File: config.mk
export PLATFORM = sky130hd
export DESIGN_NAME = adc_capture_mean_and_noise_core
export DESIGN_NICKNAME = d
export VERILOG_FILES = /design/src/sv/acmn_pkg.sv /design/src/sv/adc_capture_mean_and_noise_core.sv /design/src/sv/acmn_ctrl.sv /design/src/sv/acmn_dp.sv
export SDC_FILE = /design/constraint.sdc
export NUM_CORES = 2
export LEC_CHECK = 0
export BUFFER_PORTS_ARGS = -buffer_cell sky130_fd_sc_hd__clkbuf_2
export CORE_MARGIN = 3
export CORE_UTILIZATION = 55
export DETAILED_ROUTE_END_ITERATION = 8
export GPL_TIMING_DRIVEN = 1
export PLACE_DENSITY = 0.79
export SLEW_MARGIN = 0
export SYNTH_ARGS = -nofsm -noshare
export SYNTH_HDL_FRONTEND = slang
export SYNTH_HIERARCHICAL = 1
export SYNTH_SLANG_ARGS = --single-unit
File: constraint.sdc
create_clock -name clk -period 15.8 [get_ports clk]
set_input_delay 3.95 -clock clk [delete_from_list [all_inputs] [get_ports clk]]
set_output_delay 3.95 -clock clk [all_outputs]
set_load 0.02 [all_outputs]
File: src/sv/acmn_pkg.sv
// ============================================================================
// acmn_pkg
// Shared constants, controller/datapath command and status types for the
// ADC capture mean and noise block.
// ============================================================================
package acmn_pkg;

    localparam int MAX_COUNT_DEF   = 16384;
    localparam int SAMPLE_BITS_DEF = 16;

    localparam int SAMPLE_W = 16;
    localparam int MEAN_W   = 24;
    localparam int NOISE_W  = 23;
    localparam int COUNT_W  = 15;
    localparam int OUT_W    = 64;

    localparam logic [COUNT_W-1:0] TARGET_RESET = 15'd250;

    localparam int MEAN_FRAC_BITS = 8;
    localparam int VAR_FRAC_BITS  = 16;

    typedef enum logic [1:0] {
        MUL_NSQ = 2'd0,
        MUL_SS  = 2'd1,
        MUL_NN  = 2'd2
    } mul_sel_t;

    typedef enum logic {
        DIV_VAR  = 1'b0,
        DIV_MEAN = 1'b1
    } div_sel_t;

    typedef struct packed {
        logic     accept;
        logic     mul_load;
        logic     mul_step;
        mul_sel_t mul_sel;
        logic     div_load;
        logic     div_step;
        div_sel_t div_sel;
        logic     sqrt_load;
        logic     sqrt_step;
        logic     out_load;
    } cmd_t;

    typedef struct packed {
        logic hit;
        logic out_free;
    } status_t;

endpackage

File: src/sv/adc_capture_mean_and_noise_core.sv
// ============================================================================
// adc_capture_mean_and_noise_core
// Capture mean and noise of an ADC sample stream.
// ============================================================================
// Input stream s_*: s_tuser = 0 is a capture start, 1 is an ADC sample in
// s_tdata; s_tlast marks the last sample of a DMA block. After a start the
// first block is dropped, then samples accumulate until the target count.
// Output stream m_*: one transaction per capture with mean, noise and count.
// Configuration: cfg_we writes cfg_wdata into the target count register.
// Throughput: one input transaction per cycle while accumulating. The sample
// that completes a capture starts the compute phase, during which s_tready
// is low. The shift-add multiplier, restoring divider and square root each
// retire one bit per cycle. Once the final divide is done and the output
// register is free, the result is loaded into it and m_tvalid rises.
// Stall: a held result stays in the output register; new samples are taken
// while it waits, and only a later completed capture waits for it to leave.
// Reset: accumulators clear, the first block is armed for skipping and the
// target count returns to 250.
// ============================================================================
module adc_capture_mean_and_noise_core #(
    parameter int MAX_COUNT   = acmn_pkg::MAX_COUNT_DEF,
    parameter int SAMPLE_BITS = acmn_pkg::SAMPLE_BITS_DEF
) (
    input  logic                          clk,
    input  logic                          rst_n,
    input  logic                          s_tvalid,
    output logic                          s_tready,
    input  logic [acmn_pkg::SAMPLE_W-1:0] s_tdata,   // [15:0] sample
    input  logic                          s_tuser,   // [0] mode
    input  logic                          s_tlast,
    output logic                          m_tvalid,
    input  logic                          m_tready,
    output logic [acmn_pkg::OUT_W-1:0]    m_tdata,   // [23:0] mean_q8, [46:24] noise_q8,
                                                     // [61:47] sample_count, [63:62] zero
    input  logic                          cfg_we,
    input  logic [acmn_pkg::COUNT_W-1:0]  cfg_wdata
);
    import acmn_pkg::*;

    cmd_t    cmd;
    status_t status;

    acmn_ctrl #(
        .MAX_COUNT   (MAX_COUNT),
        .SAMPLE_BITS (SAMPLE_BITS)
    ) u_ctrl (
        .clk      (clk),
        .rst_n    (rst_n),
        .s_tvalid (s_tvalid),
        .s_tready (s_tready),
        .status   (status),
        .cmd      (cmd)
    );

    acmn_dp #(
        .MAX_COUNT   (MAX_COUNT),
        .SAMPLE_BITS (SAMPLE_BITS)
    ) u_dp (
        .clk       (clk),
        .rst_n     (rst_n),
        .cmd       (cmd),
        .status    (status),
        .in_mode   (s_tuser),
        .in_sample (s_tdata),
        .in_last   (s_tlast),
        .cfg_we    (cfg_we),
        .cfg_wdata (cfg_wdata),
        .m_tvalid  (m_tvalid),
        .m_tready  (m_tready),
        .m_tdata   (m_tdata)
    );

    a_no_overwrite: assert property (@(posedge clk) disable iff (!rst_n)
        cmd.out_load |-> (!m_tvalid || m_tready))
        else $error("result register loaded while a result is pending");

    a_result_source: assert property (@(posedge clk) disable iff (!rst_n)
        $rose(m_tvalid) |-> $past(cmd.out_load))
        else $error("output valid rose without a result load");

    a_busy_after_hit: assert property (@(posedge clk) disable iff (!rst_n)
        (s_tvalid && s_tready && status.hit) |=> !s_tready)
        else $error("input still ready after a capture completed");

    a_one_command: assert property (@(posedge clk) disable iff (!rst_n)
        $onehot0({cmd.accept, cmd.mul_load, cmd.mul_step, cmd.div_load,
                  cmd.div_step, cmd.sqrt_load, cmd.sqrt_step, cmd.out_load}))
        else $error("more than one datapath command in a cycle");

endmodule

File: src/sv/acmn_ctrl.sv
// ============================================================================
// acmn_ctrl
// Sequencer: accepts input transactions while accumulating, then steps the
// shared multiply and divide units and the square root unit through the final compute.
// ============================================================================
module acmn_ctrl #(
    parameter int MAX_COUNT   = acmn_pkg::MAX_COUNT_DEF,
    parameter int SAMPLE_BITS = acmn_pkg::SAMPLE_BITS_DEF
) (
    input  logic              clk,
    input  logic              rst_n,
    input  logic              s_tvalid,
    output logic              s_tready,
    input  acmn_pkg::status_t status,
    output acmn_pkg::cmd_t    cmd
);
    import acmn_pkg::*;

    localparam int CW   = $clog2(MAX_COUNT + 1);
    localparam int SUMW = SAMPLE_BITS + CW;
    localparam int DVW  = 2 * SUMW + VAR_FRAC_BITS;
    localparam int RW   = DVW / 2;
    localparam int CNTW = $clog2(DVW + 1);

    typedef enum logic [7:0] {
        S_IDLE     = 8'b0000_0001,
        S_MUL_NSQ  = 8'b0000_0010,
        S_MUL_SS   = 8'b0000_0100,
        S_MUL_NN   = 8'b0000_1000,
        S_DIV_VAR  = 8'b0001_0000,
        S_SQRT     = 8'b0010_0000,
        S_DIV_MEAN = 8'b0100_0000,
        S_OUT      = 8'b1000_0000
    } state_t;

    state_t            state_reg;
    state_t            state_next;
    logic [CNTW-1:0]   cnt_reg;
    logic [CNTW-1:0]   cnt_next;
    logic              cnt_zero;
    logic              mul_last;
    logic              div_last;
    logic              sqrt_last;

    assign cnt_zero  = (cnt_reg == '0);
    assign mul_last  = (cnt_reg == CNTW'(SUMW));
    assign div_last  = (cnt_reg == CNTW'(DVW));
    assign sqrt_last = (cnt_reg == CNTW'(RW));
    assign s_tready  = (state_reg == S_IDLE);

    always_comb
    begin
        cmd        = '0;
        state_next = state_reg;
        cnt_next   = CNTW'(cnt_reg + 1'b1);
        case (state_reg)
            S_IDLE:
            begin
                cnt_next   = '0;
                cmd.accept = s_tvalid;
                if (s_tvalid && status.hit)
                begin
                    state_next = S_MUL_NSQ;
                end
            end
            S_MUL_NSQ:
            begin
                cmd.mul_sel  = MUL_NSQ;
                cmd.mul_load = cnt_zero;
                cmd.mul_step = !cnt_zero;
                if (mul_last)
                begin
                    state_next = S_MUL_SS;
                    cnt_next   = '0;
                end
            end
            S_MUL_SS:
            begin
                cmd.mul_sel  = MUL_SS;
                cmd.mul_load = cnt_zero;
                cmd.mul_step = !cnt_zero;
                if (mul_last)
                begin
                    state_next = S_MUL_NN;
                    cnt_next   = '0;
                end
            end
            S_MUL_NN:
            begin
                cmd.mul_sel  = MUL_NN;
                cmd.mul_load = cnt_zero;
                cmd.mul_step = !cnt_zero;
                if (mul_last)
                begin
                    state_next = S_DIV_VAR;
                    cnt_next   = '0;
                end
            end
            S_DIV_VAR:
            begin
                cmd.div_sel  = DIV_VAR;
                cmd.div_load = cnt_zero;
                cmd.div_step = !cnt_zero;
                if (div_last)
                begin
                    state_next = S_SQRT;
                    cnt_next   = '0;
                end
            end
            S_SQRT:
            begin
                cmd.sqrt_load = cnt_zero;
                cmd.sqrt_step = !cnt_zero;
                if (sqrt_last)
                begin
                    state_next = S_DIV_MEAN;
                    cnt_next   = '0;
                end
            end
            S_DIV_MEAN:
            begin
                cmd.div_sel  = DIV_MEAN;
                cmd.div_load = cnt_zero;
                cmd.div_step = !cnt_zero;
                if (div_last)
                begin
                    state_next = S_OUT;
                    cnt_next   = '0;
                end
            end
            S_OUT:
            begin
                cnt_next = '0;
                if (status.out_free)
                begin
                    cmd.out_load = 1'b1;
                    state_next   = S_IDLE;
                end
            end
            default:
            begin
                state_next = S_IDLE;
                cnt_next   = '0;
            end
        endcase
    end

    always_ff @(posedge clk or negedge rst_n)
    begin
        if (!rst_n)
        begin
            state_reg <= S_IDLE;
            cnt_reg   <= '0;
        end
        else
        begin
            state_reg <= state_next;
            cnt_reg   <= cnt_next;
        end
    end

endmodule

File: src/sv/acmn_dp.sv
// ============================================================================
// acmn_dp
// Datapath: target register, accumulators, shift-add multiplier, restoring
// divider, digit-recurrence square root and the output register.
// ============================================================================
module acmn_dp #(
    parameter int MAX_COUNT   = acmn_pkg::MAX_COUNT_DEF,
    parameter int SAMPLE_BITS = acmn_pkg::SAMPLE_BITS_DEF
) (
    input  logic                          clk,
    input  logic                          rst_n,
    input  acmn_pkg::cmd_t                cmd,
    output acmn_pkg::status_t             status,
    input  logic                          in_mode,
    input  logic [acmn_pkg::SAMPLE_W-1:0] in_sample,
    input  logic                          in_last,
    input  logic                          cfg_we,
    input  logic [acmn_pkg::COUNT_W-1:0]  cfg_wdata,
    output logic                          m_tvalid,
    input  logic                          m_tready,
    output logic [acmn_pkg::OUT_W-1:0]    m_tdata
);
    import acmn_pkg::*;

    localparam int CW   = $clog2(MAX_COUNT + 1);
    localparam int GW   = (CW > COUNT_W) ? CW : COUNT_W;
    localparam int SUMW = SAMPLE_BITS + CW;
    localparam int SQW  = 2 * SAMPLE_BITS + CW;
    localparam int PW   = 2 * SUMW;
    localparam int DVW  = PW + VAR_FRAC_BITS;
    localparam int DNW  = 2 * CW;
    localparam int RW   = DVW / 2;
    localparam int RMW  = RW + 2;
    localparam int PADW = OUT_W - MEAN_W - NOISE_W - COUNT_W;

    // configuration and accumulators
    logic [COUNT_W-1:0]       target_reg;
    logic [SUMW-1:0]          sum_reg;
    logic [SQW-1:0]           sq_reg;
    logic [CW-1:0]            count_reg;
    logic                     skip_reg;
    logic                     done_reg;

    logic [SAMPLE_BITS-1:0]   s;
    logic [2*SAMPLE_BITS-1:0] s_sq;
    logic [CW-1:0]            count_inc;
    logic [GW-1:0]            tgt_ext;
    logic [GW-1:0]            goal;

    // multiplier
    logic [PW-1:0]            ma_reg;
    logic [SUMW-1:0]          mb_reg;
    logic [PW-1:0]            acc_reg;
    logic [PW-1:0]            p1_reg;
    logic [PW-1:0]            var_reg;

    // divider
    logic [DVW-1:0]           dq_reg;
    logic [DNW-1:0]           dr_reg;
    logic [DNW-1:0]           dd_reg;
    logic [DNW:0]             div_sh;
    logic                     div_ge;

    // square root
    logic [DVW-1:0]           sx_reg;
    logic [RMW-1:0]           sr_reg;
    logic [RW-1:0]            rt_reg;
    logic [RMW+1:0]           sq_sh;
    logic [RMW+1:0]           sq_trial;
    logic                     sq_ge;
    logic [NOISE_W-1:0]       noise_reg;

    // output register
    logic                     m_valid_reg;
    logic [MEAN_W-1:0]        o_mean_reg;
    logic [NOISE_W-1:0]       o_noise_reg;
    logic [COUNT_W-1:0]       o_count_reg;

    assign s         = in_sample[SAMPLE_BITS-1:0];
    assign s_sq      = s * s;
    assign count_inc = CW'(count_reg + 1'b1);
    assign tgt_ext   = GW'(target_reg);

    always_comb
    begin
        if (tgt_ext == '0)
        begin
            goal = GW'(1);
        end
        else if (tgt_ext > GW'(MAX_COUNT))
        begin
            goal = GW'(MAX_COUNT);
        end
        else
        begin
            goal = tgt_ext;
        end
    end

    assign status.hit      = in_mode && !done_reg && !skip_reg && (GW'(count_inc) >= goal);
    assign status.out_free = !m_valid_reg || m_tready;

    always_ff @(posedge clk or negedge rst_n)
    begin
        if (!rst_n)
        begin
            target_reg <= TARGET_RESET;
        end
        else if (cfg_we)
        begin
            target_reg <= cfg_wdata;
        end
    end

    always_ff @(posedge clk or negedge rst_n)
    begin
        if (!rst_n)
        begin
            sum_reg   <= '0;
            sq_reg    <= '0;
            count_reg <= '0;
            skip_reg  <= 1'b1;
            done_reg  <= 1'b0;
        end
        else if (cmd.accept)
        begin
            if (!in_mode)
            begin
                sum_reg   <= '0;
                sq_reg    <= '0;
                count_reg <= '0;
                skip_reg  <= 1'b1;
                done_reg  <= 1'b0;
            end
            else if (!done_reg)
            begin
                if (skip_reg)
                begin
                    if (in_last)
                    begin
                        skip_reg <= 1'b0;
                    end
                end
                else
                begin
                    sum_reg   <= SUMW'(sum_reg + SUMW'(s));
                    sq_reg    <= SQW'(sq_reg + SQW'(s_sq));
                    count_reg <= count_inc;
                    if (status.hit)
                    begin
                        done_reg <= 1'b1;
                    end
                end
            end
        end
    end

    always_ff @(posedge clk)
    begin
        if (cmd.mul_load)
        begin
            acc_reg <= '0;
            case (cmd.mul_sel)
                MUL_NSQ:
                begin
                    ma_reg <= PW'(sq_reg);
                    mb_reg <= SUMW'(count_reg);
                end
                MUL_SS:
                begin
                    ma_reg <= PW'(sum_reg);
                    mb_reg <= sum_reg;
                    p1_reg <= acc_reg;
                end
                MUL_NN:
                begin
                    ma_reg  <= PW'(count_reg);
                    mb_reg  <= SUMW'(count_reg);
                    var_reg <= PW'(p1_reg - acc_reg);
                end
                default:
                begin
                    ma_reg <= '0;
                    mb_reg <= '0;
                end
            endcase
        end
        else if (cmd.mul_step)
        begin
            if (mb_reg[0])
            begin
                acc_reg <= PW'(acc_reg + ma_reg);
            end
            ma_reg <= {ma_reg[PW-2:0], 1'b0};
            mb_reg <= {1'b0, mb_reg[SUMW-1:1]};
        end
    end

    assign div_sh = {dr_reg, dq_reg[DVW-1]};
    assign div_ge = (div_sh >= {1'b0, dd_reg});

    always_ff @(posedge clk)
    begin
        if (cmd.div_load)
        begin
            dr_reg <= '0;
            case (cmd.div_sel)
                DIV_VAR:
                begin
                    dq_reg <= {var_reg, {VAR_FRAC_BITS{1'b0}}};
                    dd_reg <= acc_reg[DNW-1:0];
                end
                DIV_MEAN:
                begin
                    dq_reg    <= DVW'({sum_reg, {MEAN_FRAC_BITS{1'b0}}});
                    dd_reg    <= DNW'(count_reg);
                    noise_reg <= NOISE_W'(rt_reg);
                end
                default:
                begin
                    dq_reg <= '0;
                    dd_reg <= '0;
                end
            endcase
        end
        else if (cmd.div_step)
        begin
            if (div_ge)
            begin
                dr_reg <= DNW'(div_sh - {1'b0, dd_reg});
                dq_reg <= {dq_reg[DVW-2:0], 1'b1};
            end
            else
            begin
                dr_reg <= div_sh[DNW-1:0];
                dq_reg <= {dq_reg[DVW-2:0], 1'b0};
            end
        end
    end

    assign sq_sh    = {sr_reg, sx_reg[DVW-1:DVW-2]};
    assign sq_trial = (RMW+2)'({rt_reg, 2'b01});
    assign sq_ge    = (sq_sh >= sq_trial);

    always_ff @(posedge clk)
    begin
        if (cmd.sqrt_load)
        begin
            sx_reg <= dq_reg;
            sr_reg <= '0;
            rt_reg <= '0;
        end
        else if (cmd.sqrt_step)
        begin
            sx_reg <= {sx_reg[DVW-3:0], 2'b00};
            if (sq_ge)
            begin
                sr_reg <= RMW'(sq_sh - sq_trial);
                rt_reg <= {rt_reg[RW-2:0], 1'b1};
            end
            else
            begin
                sr_reg <= sq_sh[RMW-1:0];
                rt_reg <= {rt_reg[RW-2:0], 1'b0};
            end
        end
    end

    always_ff @(posedge clk or negedge rst_n)
    begin
        if (!rst_n)
        begin
            m_valid_reg <= 1'b0;
        end
        else if (cmd.out_load)
        begin
            m_valid_reg <= 1'b1;
        end
        else if (m_tready)
        begin
            m_valid_reg <= 1'b0;
        end
    end

    always_ff @(posedge clk)
    begin
        if (cmd.out_load)
        begin
            o_mean_reg  <= MEAN_W'(dq_reg);
            o_noise_reg <= noise_reg;
            o_count_reg <= COUNT_W'(count_reg);
        end
    end

    assign m_tvalid = m_valid_reg;
    assign m_tdata  = {{PADW{1'b0}}, o_count_reg, o_noise_reg, o_mean_reg};

endmodule
; ---- Word-level counts from Yosys, hierarchy flattened
; Cells that the tools add are included.
[totals]
regBits = 786
input_bits = 38
out_inout_bits = 66
word_cells = 143
[classes]
n_addsub = 8
mul = 1
order_cmp = 4
n_eq_ne = 23
mux = 56
bitwise_logic = 1
n_reduce_logical = 26
[op_table]
columns = op, count
row1 = $mux 78, 4
row2 = $pmux 78 s2, 1
row3 = $mux 31, 5
row4 = $mux 47, 3
row5 = $pmux 47 s3, 1
row6 = $mux 62, 2
row7 = $mux 15, 5
row8 = $mux 8, 8
row9 = $pmux 8 s8, 1
row10 = $add 62x62->62, 1
row11 = $pmux 31 s2, 1
row12 = $sub 62x62->62, 1
row13 = $pmux 30 s2, 1
row14 = $add 47x32->47, 1
row15 = $ge 43x41->1, 1
row16 = $mux 41, 1
row17 = $sub 41x41->41, 1
row18 = $mul 16x16->32, 1
row19 = $add 31x16->31, 1
row20 = $ge 31x30->1, 1
row21 = $mux 30, 1
row22 = $sub 30x30->30, 1
row23 = $mux 7, 3
row24 = $pmux 7 s3, 1
row25 = other kinds (36), 72

; ---- Longest topological paths before layout
[depth]
ltp_word = 9
mapped_depth = 27
mapped_depth_nobuf = 25

; ---- Cells and area by module
; The synthesis kept the hierarchy.
[by_module_without_submodules]
columns = mod, n_inst, cells_each, area_per_inst_um2, seq_area_each_um2
row1 = acmn_dp, 1, 5283, 51210.4, 20883.8
row2 = acmn_ctrl, 1, 122, 1099.8, 376.6

; ---- Least setup slack after synthesis
; Ideal clock, no wire load.
[synth_timing]
path_kind = input port to flip-flop
from = input port s_tdata[4] (netlist name)
to = register u_dp.sq_reg[27]
setup_ps = 69
arrival_time_ps = 10180
required_time_ps = 15731
setup_slack_ps = 5551
stages = 22
path_buffers = 3
path_cell_list = clkbuf_1 buf_1 nand2_1 fa_1 fa_1 fa_1 inv_1 fa_1 fa_1 inv_1 fa_1 inv_1 ha_1 clkbuf_1 nand4_1 o31a_1 a31oi_2 a21boi_0 o21ai_0 a21oi_1 or4b_2 nand3_1
[synth_via]
elab_chain_len = 5
[synth_lines]
columns = element, line
row1 = from (decl), adc_capture_mean_and_noise_core.sv:28  ; input logic [acmn_pkg::SAMPLE_W-1:0] s_tdata,
row2 = $mul 16x16->32, acmn_dp.sv:80  ; assign s_sq = s * s;
row3 = $add 47x32->47, acmn_dp.sv:147  ; sq_reg <= SQW'(sq_reg + SQW'(s_sq));
row4 = $mux 47, acmn_dp.sv:137  ; if (skip_reg)
row5 = $mux 47, acmn_dp.sv:135  ; else if (!done_reg)
row6 = $mux 47, acmn_dp.sv:127  ; if (!in_mode)
row7 = to (signal assigned), acmn_dp.sv:147
row8 = to (decl), acmn_dp.sv:39  ; logic [SQW-1:0] sq_reg;
; No other way between the ends. The select of a mux whose other input is x is not followed.
; A chain may end at the register's enable or synchronous reset.

; ---- Worst setup path in the final report
[layout_timing]
from = input port s_tdata[12] (netlist name)
to = register u_dp.sq_reg[45]
; The elaborated chain is that of the path after synthesis.

==> results by group <==
Clock tree
  • Max Root-Sink Buffers: 3
  • Post-CTS setup buffer count: 0
  • Total clock sinks: 786
  • Clk pin slew, worst setup/hold paths: 0.06 ns
  • Cts repair resizes: 0
  • CTS Hold Bufs: 0
  • CTS Buf Count: 79
  • H-tree levels: 3
  • Worst skew pair latency: 0.65 ns
  • CTS tree: yes
  • Clock root buffer: clkbuf_16

Hold path
  • Hold crit path type: register to register

STA
  • Minimum clock period: 10.62 ns
  • Worst Tran Pin Value: 1.23 ns
  • Setup TNS: 0 ns
  • RSZ-0062 raised after global routing: false
  • Peak Freq: 94.2 MHz
  • Final setup fails: 0
  • Slew headroom: 17.6%
  • Clk_skew: 0.0309 ns
  • Tcrit/Tclk final: 67.2%
  • Max-slew violation count: 0
  • Final Hold Vio Count: 0

Cells and area
  • Layout net count: 5947
  • Non-Filler Instances: 6693
  • Share of cells above drive strength 1: 8.77%
  • Final design utilization: 60.3%
  • Area Growth Syn to Fin: 8.03%

Yosys
  • Synth area leader: edfxtp_1
  • Top post-synthesis cells by count: 616 x inv_1, 563 x nand2_1, 488 x edfxtp_1, 386 x a21oi_1, 364 x nor2_1
  • Most frequent cell after synthesis: inv_1
  • Cell variety after synth: 105
  • Mapped Cells: 5405
  • Post-synth EDFFs: 488
  • Synthesized area: 52300 µm²
  • Async S/R FF share, synth: 16.0%
  • Prevailing post-synth register cell: edfxtp_1
  • Register area share after synthesis: 40.6%
  • Syn_area_per_cell: 9.68 µm²
  • Synth Warn #: 6
  • Share of the synthesized area in the top cell type: 28.0%
  • Flop and latch count out of synthesis: 786
  • Largest cells by area after synthesis: edfxtp_1 28%, ha_1 8.1%, fa_1 7.6%, dfxtp_1 6.6%, dfrtp_1 5.6%

Flow run
  • Max-cap violations: 0

Critical path
  • CP Data Arrival Time: 11.17 ns
  • Setup crit start kind: primary input
  • Critical-path maximum fanout: 14
  • CP endpoint kind: register
  • WS Path Type: primary input to register
  • Crit path required time: 16.35 ns

Run status
  • Status: finished, final reports clean

Global route
  • First-pass GRT wire length: 197 mm
  • GRT Total Usage: 24.3%
  • Vias in the first global route: 38000
  • Largest net degree at the start of global routing: 144
  • Initial antenna violation count: 2
  • Congestion Overflow GR: 0

Routing
  • DR WL/cell: 18.0 µm
  • DRC: 0
  • Vias/cell: 5.81
  • Post-Route WL: 120 mm
  • Via count: 38900
  • Drt pass-1 iters: 6
  • DRT antenna net count: 0
  • Number of DRC markers in iteration 0: 3441

Die
  • Die Wd: 314 µm
  • I/O pin count: 104
  • Core area: 93700 µm²
  • Die footprint: 98800 µm²
  • Starting density of the core: 55.8%
  • FP Rows: 112
  • DIE HEIGHT: 314 µm

Place
  • Port-buffer cells: 101
  • Hpwl dp: 90.1 mm
  • Final Wtd Congestion: 0.915
  • Placed cells: 6544

Power and ir drop
  • Pwr Density: 176 nW/µm²
  • Tot Pwr: 9.92 mW
  • Leak Pwr: 23.3 nW
  • Max rail drop VDD: 265 µV
path summary, 6_finish.rpt:
check / start / endpoint / slack, ns / cells after the start
setup / recovery: s_tdata[12] / u_dp/sq_reg[45]$_DFFE_PN0P_ / 5.18 / 26
hold / removal: u_dp/noise_reg[7]$_DFFE_PP_ / u_dp/o_noise_reg[7]$_DFFE_PP_ / 0.41 / 0
setup reg to reg: u_dp/sq_reg[3]$_DFFE_PN0P_ / u_dp/sq_reg[45]$_DFFE_PN0P_ / 9.55 / 20
hold reg to reg: u_dp/noise_reg[7]$_DFFE_PP_ / u_dp/o_noise_reg[7]$_DFFE_PP_ / 0.41 / 0
max in group asynchronous: rst_n / u_dp/sq_reg[39]$_DFFE_PN0P_ / 11.21 / 2
min in group asynchronous: rst_n / u_dp/sq_reg[1]$_DFFE_PN0P_ / 3.29 / 1
critical path, stage by stage:
cell	delay (ns)
clkbuf_2	0.30
inv_1	0.22
nor2_1	0.25
inv_1	0.09
fa_1	0.50
inv_1	0.05
fa_1	0.47
inv_1	0.05
fa_1	0.53
inv_1	0.06
fa_1	0.44
fa_1	0.52
inv_1	0.06
fa_1	0.52
inv_1	0.04
ha_1	0.22
a21o_1	0.20
a21o_1	0.17
a21oi_1	0.18
o21ai_0	0.11
a221o_1	0.35
a211oi_1	0.36
o21ai_1	0.17
a311oi_1	0.93
o21ai_0	0.24
a21oi_1	0.17
layer usage:
layer  vias to the layer above  global-route usage, %  wire length, µm
li1                      18900                      -                -
met1                     18600                   34.6            53900
met2                      1190                   39.5            55400
met3                       194                   3.09             8310
met4                         4                   6.37             2830
met5                         -                      0               71
layout by cell type, fill, tap and decap left out, types with 83 or more instances in the layout:
cell type  Yosys  routed
a21o_1       151     151
a21oi_1      386     386
clkbuf_16      0      83
clkbuf_2       2     100
dfrtp_1      118     118
dfxtp_1      172     172
edfxtp_1     488     488
fa_1         198     198
ha_1         340     340
inv_1        616     614
mux2_2        94      94
mux2i_1      102     102
nand2_1      563     562
nand3_1      115     115
nor2_1       364     357
o21ai_0      284     284
xnor2_1      142     142
per-stage QoR:
stage          setup slack [ns]  cell area (µm²)  hold slack (ns)
6_report                   5.18            56500            0.414
5_1_grt                    4.57            56500            0.422
4_1_cts                    5.22            56500            0.416
3_5_place_dp               4.55            53700            0.405
3_3_place_gp               4.69            53700            0.403
2_1_floorplan              5.55            52300            0.400
area by class of cell:
cell class	instances	area, µm²
Timing Repair Buffer	134	772
Multi-Input combinational cell	3753	27800
Clock inverter	39	503
Antenna cell	1	2.50
Clock buffer	109	2280
Fill cell	7655	37200
Inverter	617	2320
Sequential cell	786	21300
Tap cell	1254	1570
power by group:
part / internal (mW) / leakage, nW / switching (mW)
Combinational: 2.05 / 14.6 / 3.05
Clock: 1.17 / 1.36 / 0.815
Sequential: 2.55 / 7.27 / 0.287
Total: 5.77 / 23.3 / 4.15
logic make-up (layout without fill, tap and decap cells):
kind of cell | after synthesis | in the layout | share of synthesized area [%]
fa+ha+maj | 538 | 538 | 15.7
mux | 196 | 196 | 3.98
flops | 786 | 786 | 40.6
simple gates | 1519 | 1519 | 13.6
other cells | 1 | 3 | 0.00717
xor+xnor | 221 | 221 | 3.70
compound gates | 1277 | 1277 | 16.0
buf+inv | 867 | 899 | 6.38
(Power assumes the default switching activity.)
